--- config.mk ---
export PLATFORM = sky130hd
export DESIGN_NAME = i2c_master_bit_engine_top
export DESIGN_NICKNAME = d
export VERILOG_FILES = /design/src/rtl/ibe_pkg.sv /design/src/rtl/i2c_master_bit_engine_top.sv /design/src/rtl/ibe_step.sv
export SDC_FILE = /design/constraint.sdc
export NUM_CORES = 1
export LEC_CHECK = 0
export ABC_AREA = 1
export ABC_CLOCK_PERIOD_IN_PS = 6100
export BUFFER_PORTS_ARGS = -buffer_cell sky130_fd_sc_hd__buf_4
export CORE_UTILIZATION = 50
export DETAILED_ROUTE_END_ITERATION = 8
export GPL_ROUTABILITY_DRIVEN = 1
export GPL_TIMING_DRIVEN = 0
export PLACE_DENSITY_LB_ADDON = 0.25
export SLEW_MARGIN = 15
export SYNTH_ARGS = -nofsm -noshare
export SYNTH_HDL_FRONTEND = slang
export SYNTH_SLANG_ARGS = --single-unit
--- constraint.sdc ---
create_clock -name i_clk -period 6.1 [get_ports i_clk]
set_clock_uncertainty 0.2 [all_clocks]
set_input_delay 1.22 -clock i_clk [delete_from_list [all_inputs] [get_ports i_clk]]
set_output_delay 1.22 -clock i_clk [all_outputs]
set_load 0.03 [all_outputs]
--- src/rtl/ibe_pkg.sv ---
// ============================================================================
// ibe_pkg - shared types and constants of the I2C master bit engine
// Phase and request codes, engine state record, per-tick result record.
// ============================================================================
package ibe_pkg;

    // Timing register reset values
    localparam logic [7:0] SCL_HIGH_RESET = 8'd10;
    localparam logic [7:0] PHASE_RESET    = 8'd1;

    // Bits in one data byte
    localparam logic [3:0] BITS_PER_BYTE  = 4'd8;

    // Configuration register indexes
    typedef enum logic {
        CFG_SCL_HIGH = 1'b0,
        CFG_PHASE    = 1'b1
    } t_cfg_idx;

    // Request codes carried by each tick
    typedef enum logic [2:0] {
        REQ_TICK  = 3'd0,
        REQ_START = 3'd1,
        REQ_WRITE = 3'd2,
        REQ_READ  = 3'd3,
        REQ_STOP  = 3'd4
    } t_req;

    // Bus sequencer phases
    typedef enum logic [3:0] {
        PH_IDLE      = 4'd0,
        PH_ST_REL    = 4'd1,
        PH_ST_SDA    = 4'd2,
        PH_ST_SCL    = 4'd3,
        PH_BIT_SETUP = 4'd4,
        PH_BIT_HIGH  = 4'd5,
        PH_ACK_SETUP = 4'd6,
        PH_ACK_HIGH  = 4'd7,
        PH_TAIL_LOW  = 4'd8,
        PH_SP_SDA    = 4'd9,
        PH_SP_SCL    = 4'd10,
        PH_SP_REL    = 4'd11
    } t_phase;

    // Engine state carried from tick to tick
    typedef struct packed {
        t_phase     phase;
        logic [3:0] bit_count;
        logic [7:0] shift_reg;
        logic [7:0] tick_count;
        logic [2:0] command_latch;
        logic       ack_store;
        logic [7:0] rx_hold;
        logic       scl_drv;
        logic       sda_low;
    } t_state;

    localparam t_state STATE_RESET = '{
        phase:         PH_IDLE,
        bit_count:     4'd0,
        shift_reg:     8'd0,
        tick_count:    8'd0,
        command_latch: 3'd0,
        ack_store:     1'b0,
        rx_hold:       8'd0,
        scl_drv:       1'b1,
        sda_low:       1'b0
    };

    // Result reported for every tick
    typedef struct packed {
        logic       scl_level;
        logic       sda_pull_low;
        logic       busy_res;
        logic       done_res;
        logic       nack_seen;
        logic [7:0] rx_byte;
    } t_result;

endpackage

--- src/rtl/i2c_master_bit_engine_top.sv ---
// ============================================================================
// i2c_master_bit_engine_top - I2C master bit engine
// Each accepted request is one timebase tick; it gives one result with the
// pin levels and status of that tick.
// ============================================================================
//
//  channel   | handshake            | payload
//  ----------+----------------------+-----------------------------------------
//  request   | i_valid / o_ready    | i_req_type, i_tx_byte, i_sda_in
//  result    | o_valid / i_ready    | o_scl_level, o_sda_pull_low, o_busy_res,
//            |                      | o_done_res, o_nack_seen, o_rx_byte
//  config    | i_cfg_we             | i_cfg_idx, i_cfg_wdata
//
//  One request per cycle while the result channel is not stalled: a request
//  register feeds the tick logic, which loads the result register and the engine state in the same cycle.
//  A stalled result holds; the request register still takes one request.
//  Synchronous active-low reset clears handshakes and engine state and loads the timing reset values.
// ============================================================================
module i2c_master_bit_engine_top (
    input  logic       i_clk,
    input  logic       i_rst_n,
    // request channel
    input  logic       i_valid,
    output logic       o_ready,
    input  logic [2:0] i_req_type,
    input  logic [7:0] i_tx_byte,
    input  logic       i_sda_in,
    // result channel
    output logic       o_valid,
    input  logic       i_ready,
    output logic       o_scl_level,
    output logic       o_sda_pull_low,
    output logic       o_busy_res,
    output logic       o_done_res,
    output logic       o_nack_seen,
    output logic [7:0] o_rx_byte,
    // configuration
    input  logic       i_cfg_we,
    input  logic       i_cfg_idx,
    input  logic [7:0] i_cfg_wdata
);

    logic             r_in_valid;
    logic [2:0]       r_in_req_type;
    logic [7:0]       r_in_tx_byte;
    logic             r_in_sda_in;
    logic             r_out_valid;
    ibe_pkg::t_result r_out;
    ibe_pkg::t_result n_out;
    ibe_pkg::t_state  r_state;
    ibe_pkg::t_state  n_state;
    logic [7:0]       r_scl_high_ticks;
    logic [7:0]       r_phase_ticks;
    logic             advance;

    // a tick is processed when the result register is free or being drained
    assign advance = r_in_valid && (!r_out_valid || i_ready);
    assign o_ready = !r_in_valid || advance;

    // configuration registers
    always_ff @(posedge i_clk) begin
        if (!i_rst_n) begin
            r_scl_high_ticks <= ibe_pkg::SCL_HIGH_RESET;
            r_phase_ticks    <= ibe_pkg::PHASE_RESET;
        end else if (i_cfg_we) begin
            unique case (ibe_pkg::t_cfg_idx'(i_cfg_idx))
                ibe_pkg::CFG_SCL_HIGH: r_scl_high_ticks <= i_cfg_wdata;
                default:               r_phase_ticks    <= i_cfg_wdata;
            endcase
        end
    end

    // request register
    always_ff @(posedge i_clk) begin
        if (!i_rst_n) begin
            r_in_valid <= 1'b0;
        end else if (i_valid && o_ready) begin
            r_in_valid <= 1'b1;
        end else if (advance) begin
            r_in_valid <= 1'b0;
        end
    end

    always_ff @(posedge i_clk) begin
        if (i_valid && o_ready) begin
            r_in_req_type <= i_req_type;
            r_in_tx_byte  <= i_tx_byte;
            r_in_sda_in   <= i_sda_in;
        end
    end

    // tick logic
    ibe_step u_step (
        .i_state          (r_state),
        .i_req_type       (r_in_req_type),
        .i_tx_byte        (r_in_tx_byte),
        .i_sda_in         (r_in_sda_in),
        .i_scl_high_ticks (r_scl_high_ticks),
        .i_phase_ticks    (r_phase_ticks),
        .o_state          (n_state),
        .o_result         (n_out)
    );

    // engine state and result valid
    always_ff @(posedge i_clk) begin
        if (!i_rst_n) begin
            r_state     <= ibe_pkg::STATE_RESET;
            r_out_valid <= 1'b0;
        end else if (advance) begin
            r_state     <= n_state;
            r_out_valid <= 1'b1;
        end else if (i_ready) begin
            r_out_valid <= 1'b0;
        end
    end

    // result payload
    always_ff @(posedge i_clk) begin
        if (advance) begin
            r_out <= n_out;
        end
    end

    assign o_valid        = r_out_valid;
    assign o_scl_level    = r_out.scl_level;
    assign o_sda_pull_low = r_out.sda_pull_low;
    assign o_busy_res     = r_out.busy_res;
    assign o_done_res     = r_out.done_res;
    assign o_nack_seen    = r_out.nack_seen;
    assign o_rx_byte      = r_out.rx_byte;

    // completion is only ever reported on a busy tick
    a_done_busy: assert property (@(posedge i_clk) disable iff (!i_rst_n)
        r_out_valid && r_out.done_res |-> r_out.busy_res)
        else $error("done reported on a non-busy tick");

    // a busy tick that did not complete leaves the engine in a command phase
    a_busy_phase: assert property (@(posedge i_clk) disable iff (!i_rst_n)
        r_out_valid && r_out.busy_res && !r_out.done_res |-> r_state.phase != ibe_pkg::PH_IDLE)
        else $error("engine idle after an unfinished busy tick");

    // bit counter never runs past one byte
    a_bit_count: assert property (@(posedge i_clk) disable iff (!i_rst_n)
        r_state.bit_count <= ibe_pkg::BITS_PER_BYTE)
        else $error("bit counter out of range");

    // engine state moves only when a result is produced
    a_state_hold: assert property (@(posedge i_clk) disable iff (!i_rst_n)
        !$past(advance) && $past(i_rst_n) |-> $stable(r_state))
        else $error("engine state changed without a processed tick");

endmodule

--- src/rtl/ibe_step.sv ---
// ============================================================================
// ibe_step - one tick of the I2C bit sequencer
// Takes the current engine state and one tick request, gives the next state
// and the pin levels and status for that tick. Purely combinational.
// ============================================================================
module ibe_step (
    input  ibe_pkg::t_state  i_state,
    input  logic [2:0]       i_req_type,
    input  logic [7:0]       i_tx_byte,
    input  logic             i_sda_in,
    input  logic [7:0]       i_scl_high_ticks,
    input  logic [7:0]       i_phase_ticks,
    output ibe_pkg::t_state  o_state,
    output ibe_pkg::t_result o_result
);

    ibe_pkg::t_state st;
    logic            busy;
    logic            done;
    logic            wr;
    logic            is_high;
    logic            is_cmd;
    logic [7:0]      len_raw;
    logic [7:0]      len;

    always_comb begin
        st      = i_state;
        busy    = 1'b0;
        done    = 1'b0;
        is_high = 1'b0;
        len_raw = 8'd0;
        len     = 8'd1;

        // unknown phase codes fall back to idle
        if (st.phase > ibe_pkg::PH_SP_REL) begin
            st.phase = ibe_pkg::PH_IDLE;
        end

        // command launch while idle
        is_cmd = (i_req_type == ibe_pkg::REQ_START) || (i_req_type == ibe_pkg::REQ_WRITE) ||
                 (i_req_type == ibe_pkg::REQ_READ)  || (i_req_type == ibe_pkg::REQ_STOP);
        if ((st.phase == ibe_pkg::PH_IDLE) && is_cmd) begin
            st.command_latch = i_req_type;
            st.tick_count    = 8'd0;
            st.bit_count     = 4'd0;
            unique case (i_req_type)
                ibe_pkg::REQ_START: begin
                    st.phase = ibe_pkg::PH_ST_REL;
                end
                ibe_pkg::REQ_WRITE: begin
                    st.shift_reg = i_tx_byte;
                    st.phase     = ibe_pkg::PH_BIT_SETUP;
                end
                ibe_pkg::REQ_READ: begin
                    st.shift_reg = 8'd0;
                    st.phase     = ibe_pkg::PH_BIT_SETUP;
                end
                default: begin
                    st.phase = ibe_pkg::PH_SP_SDA;
                end
            endcase
        end

        wr = (st.command_latch == ibe_pkg::REQ_WRITE);

        if (st.phase != ibe_pkg::PH_IDLE) begin
            busy = 1'b1;

            // pin levels for the current phase
            unique case (st.phase)
                ibe_pkg::PH_ST_REL: begin
                    st.scl_drv = 1'b1;
                    st.sda_low = 1'b0;
                end
                ibe_pkg::PH_ST_SDA:    st.sda_low = 1'b1;
                ibe_pkg::PH_ST_SCL:    st.scl_drv = 1'b0;
                ibe_pkg::PH_BIT_SETUP: begin
                    st.scl_drv = 1'b0;
                    st.sda_low = wr ? ~st.shift_reg[7] : 1'b0;
                end
                ibe_pkg::PH_BIT_HIGH:  st.scl_drv = 1'b1;
                ibe_pkg::PH_ACK_SETUP: begin
                    st.scl_drv = 1'b0;
                    st.sda_low = ~wr;
                end
                ibe_pkg::PH_ACK_HIGH:  st.scl_drv = 1'b1;
                ibe_pkg::PH_TAIL_LOW: begin
                    st.scl_drv = 1'b0;
                    st.sda_low = 1'b0;
                end
                ibe_pkg::PH_SP_SDA: begin
                    st.scl_drv = 1'b0;
                    st.sda_low = 1'b1;
                end
                ibe_pkg::PH_SP_SCL:    st.scl_drv = 1'b1;
                default:               st.sda_low = 1'b0;
            endcase

            // phase length, zero acts as one
            is_high = (st.phase == ibe_pkg::PH_BIT_HIGH) || (st.phase == ibe_pkg::PH_ACK_HIGH) ||
                      (st.phase == ibe_pkg::PH_SP_SCL);
            len_raw = is_high ? i_scl_high_ticks : i_phase_ticks;
            len     = (len_raw == 8'd0) ? 8'd1 : len_raw;

            st.tick_count = st.tick_count + 8'd1;

            // end of phase: sample and advance
            if (st.tick_count >= len) begin
                st.tick_count = 8'd0;
                unique case (st.phase)
                    ibe_pkg::PH_ST_REL:    st.phase = ibe_pkg::PH_ST_SDA;
                    ibe_pkg::PH_ST_SDA:    st.phase = ibe_pkg::PH_ST_SCL;
                    ibe_pkg::PH_BIT_SETUP: st.phase = ibe_pkg::PH_BIT_HIGH;
                    ibe_pkg::PH_BIT_HIGH: begin
                        st.shift_reg = {st.shift_reg[6:0], (wr ? 1'b0 : i_sda_in)};
                        st.bit_count = st.bit_count + 4'd1;
                        st.phase     = (st.bit_count >= ibe_pkg::BITS_PER_BYTE) ?
                                       ibe_pkg::PH_ACK_SETUP : ibe_pkg::PH_BIT_SETUP;
                    end
                    ibe_pkg::PH_ACK_SETUP: st.phase = ibe_pkg::PH_ACK_HIGH;
                    ibe_pkg::PH_ACK_HIGH: begin
                        if (wr) begin
                            st.ack_store = i_sda_in;
                        end else begin
                            st.rx_hold = st.shift_reg;
                        end
                        st.phase = ibe_pkg::PH_TAIL_LOW;
                    end
                    ibe_pkg::PH_SP_SDA:    st.phase = ibe_pkg::PH_SP_SCL;
                    ibe_pkg::PH_SP_SCL:    st.phase = ibe_pkg::PH_SP_REL;
                    default: begin
                        // start, tail and stop end here
                        st.phase = ibe_pkg::PH_IDLE;
                        done     = 1'b1;
                    end
                endcase
            end
        end
    end

    assign o_state                = st;
    assign o_result.scl_level     = st.scl_drv;
    assign o_result.sda_pull_low  = st.sda_low;
    assign o_result.busy_res      = busy;
    assign o_result.done_res      = done;
    assign o_result.nack_seen     = st.ack_store;
    assign o_result.rx_byte       = st.rx_hold;

endmodule

==> results.tsv <==
stage	metric	value	unit
setup_path	arrival time worst endpoint	4.50	ns
clocking	CTS Hold Bufs	0	
sta	Final period util	75.1	%
clocking	clk sink count	81	
grt	vias in the first global route	3696	
setup_path	critical path required time	6.02	ns
setup_path	crit path buf inv count	6	
cells_and_area	layout cells sized above 1	17.9	%
synth	Synthesized Nets	600	
synth	Ys Warns	0	
sta	fmax	218	MHz
setup_path	CP peak stage delay	0.39	ns
routing	Pre-antenna DRT Iters	4	
synth	synth unique cells	39	
clocking	post-cts sizing count	0	
clocking	total CTS buffers	9	
floorplanning	Initial Utilization	52.7	%
cells_and_area	n_diodes	0	
synth	register bit total from synthesis	81	
routing	post-route antenna net violation count	0	
placed_design	Cells after DPL	705	
routing	DR vias	3898	
placed_design	dpl hpwl	7540	um
sta	final worst slack	1.52	ns
synth	syn avg cell area	7.83	um2
synth	cell taking the most area after synthesis	dfxtp_1	
sta	Rel. slew slack	57.9	%
grt	first-pass GRT wire length	16600	um
setup_path	Worst path slowest cell	dfxtp_1	
routing	drt drc	0	
run	Max-Cap Viols	0	
sta	Fin Setup TNS	0	ns
sta	Final Hold Fails	0	
grt	initial antenna violation count	0	
sta	Setup Viol. Count Final	0	
grt	largest net degree at the start of global routing	23	
cells_and_area	# nets final	650	
synth	Post-Syn Instances	561	
clocking	CTS tree	built	
power_and_ir_drop	VDD IR max	0.000172	V
clocking	Bufs on Longest Clock Path	2	
setup_path	Setup crit end kind	register	
sta	minimum clock period	4.58	ns
clocking	Worst-path clk slew	0.09	ns
floorplanning	core area	8340	um2
synth	share of the synthesized area in the top cell type	25.5	%
synth	Seq/Total Area, Yosys	42.6	%
synth	Synth area leaders	dfxtp_1 (26%), edfxtp_1 (17%), nand2_1 (10%), a21oi_1 (5.6%), inv_1 (5.6%)	
clocking	clk_lat worst skew	0.36	ns
clocking	H-Tree Level Count	3	
routing	DR vias/cell	5.41	
setup_path	critical path class	register to register	
routing	Wirelength per Cell	14.2	um
floorplanning	FP Rows	33	
sta	final count of pins violating max slew	0	
setup_path	Max FO, Critical Path	10	
clocking	Post-CTS Setup Repair Bufs	0	
cells_and_area	Finished Layout Cells	721	
status	status	completed	
sta	slew at the pin closest to its max-slew limit	0.631	ns
setup_path	CP Launch Type	register	
routing	initial drt markers	172	
grt	global route overflow	0	
power_and_ir_drop	Leak	2.20	nW
grt	gr usage total	23.6	%
sta	RSZ-0062 raised after global routing	false	
clocking	CTS Root Cell	clkbuf_8	
cells_and_area	Area growth syn-to-layout	13.5	%
placed_design	# port buffers	39	
placed_design	dpl ws	1.55	ns
min_path	Hold Crit Class	register to register	
floorplanning	io pins	41	
power_and_ir_drop	Pwr per Cell Area	268	nW/um2
setup_path	Crit path max-delay family	simple AND/OR/NAND/NOR gates	
routing	final WL	10200	um
floorplanning	Vert. Die Dim	95.7	um
placed_design	placer congestion estimate	0.854	
cells_and_area	# fillers	782	
synth	Post-Syn Area	4390	um2
floorplanning	Die Width	95.7	um
floorplanning	die area	9160	um2
## kinds of logic after synthesis
family | after synthesis | share of synthesized area [%]
compound gates | 125 | 16.1
xor+xnor | 4 | 0.798
fa+ha+maj | 13 | 3.70
buf+inv | 93 | 8.75
flops | 81 | 42.6
mux | 1 | 0.228
simple gates | 244 | 27.8
## cell type report
cell class                      count  area, um2  area share (%)
Multi-Input combinational cell    387       2140            42.8
Clock inverter                      7       45.0           0.903
Clock buffer                        9        124            2.48
Buffer                             19        100            2.01
Timing Repair Buffer               39        293            5.87
Tap cell                          105        131            2.63
Sequential cell                    81       1870            37.5
Inverter                           74        285            5.72
## sequential cells by signal (all words and copies together) (netlist names)
register	flops
r_state	38
o_rx_byte	8
r_in_tx_byte	8
r_phase_ticks	8
r_scl_high_ticks	8
r_in_req_type	3
o_busy_res	1
o_done_res	1
o_nack_seen	1
o_scl_level	1
o_sda_pull_low	1
o_valid	1
r_in_sda_in	1
r_in_valid	1
## cell usage after synthesis (all sizes together)
master and number:
nand2 143, o22ai 5, mux2i 1, nand3 29
inv 74, o21a 2, o21ai 52, clkbuf 13
o211ai 7, a21oi 51, dfxtp 56, nand4 10
a31oi 2, edfxtp 25, nor2 59, a32o 4
a31o 1, xnor2 1, ha 13, xor2 3
o21bai 1, buf 6, nor4 1, nor3 2
## final timing paths
kind | startpoint | end | slack, ns | cells past startpoint
max | r_state[36]$_SDFFE_PN0P_ | o_nack_seen$_DFFE_PP_ | 1.52 | 26
min | r_phase_ticks[2]$_SDFFE_PN0P_ | r_phase_ticks[2]$_SDFFE_PN0P_ | 0.26 | 2
max reg2reg | r_state[36]$_SDFFE_PN0P_ | o_nack_seen$_DFFE_PP_ | 1.52 | 26
min reg2reg | r_phase_ticks[2]$_SDFFE_PN0P_ | r_phase_ticks[2]$_SDFFE_PN0P_ | 0.26 | 2
## through the flow
step                cell area, um2  power [mW]  utilization [%]  hold slack [ns]
finish                        4990        1.34             59.8            0.262
global route                  4990        1.41             59.8            0.280
CTS                           4980        1.34             59.8            0.263
detailed placement            4820       0.993             57.7            0.245
global placement              4820       0.981             57.7            0.241
floorplan                     4390       0.898                -            0.228
## cell usage in the layout, fill, tap and decap left out, types with 2 or more instances in the layout
cell type and n:
nand3_1 25, clkbuf_1 12, a31oi_1 2, inv_4 3, clkinv_1 3, nor2_1 48, buf_4 39, buf_6 2
o211ai_1 7, a21oi_1 49, nand2_4 4, o22ai_1 5, clkinv_4 2, nand2_2 20, inv_2 6, dfxtp_1 56
nor2_4 4, o21ai_1 8, buf_1 2, a21oi_4 2, edfxtp_1 25, clkbuf_8 9, nand2_1 118, o21a_1 2
nand3_4 4, nor2_2 4, xor2_1 3, o21ai_0 44, nor2_8 3, nand4_1 10, ha_1 13, inv_1 65
a32o_1 4
## where the power goes
part | switching [mW] | internal, mW | leakage (nW)
Clock | 0.206 | 0.146 | 0.0823
Combinational | 0.248 | 0.122 | 1.42
Sequential | 0.0184 | 0.595 | 0.700
## worst min-delay path: stages (launching register included)
cell     delay (ns)
dfxtp_1        0.31
inv_1          0.06
a21oi_1        0.05
## routing by layer
metal  track usage, %  share of wire [%]  vias up
li1                 -                  -     1943
met1             28.7                 44     1816
met2             40.8                 49      113
met3             5.61                5.1       26
met4             8.58                1.8        0
met5                0                  0        -
Note: power is estimated with default switching activity, not from simulation.
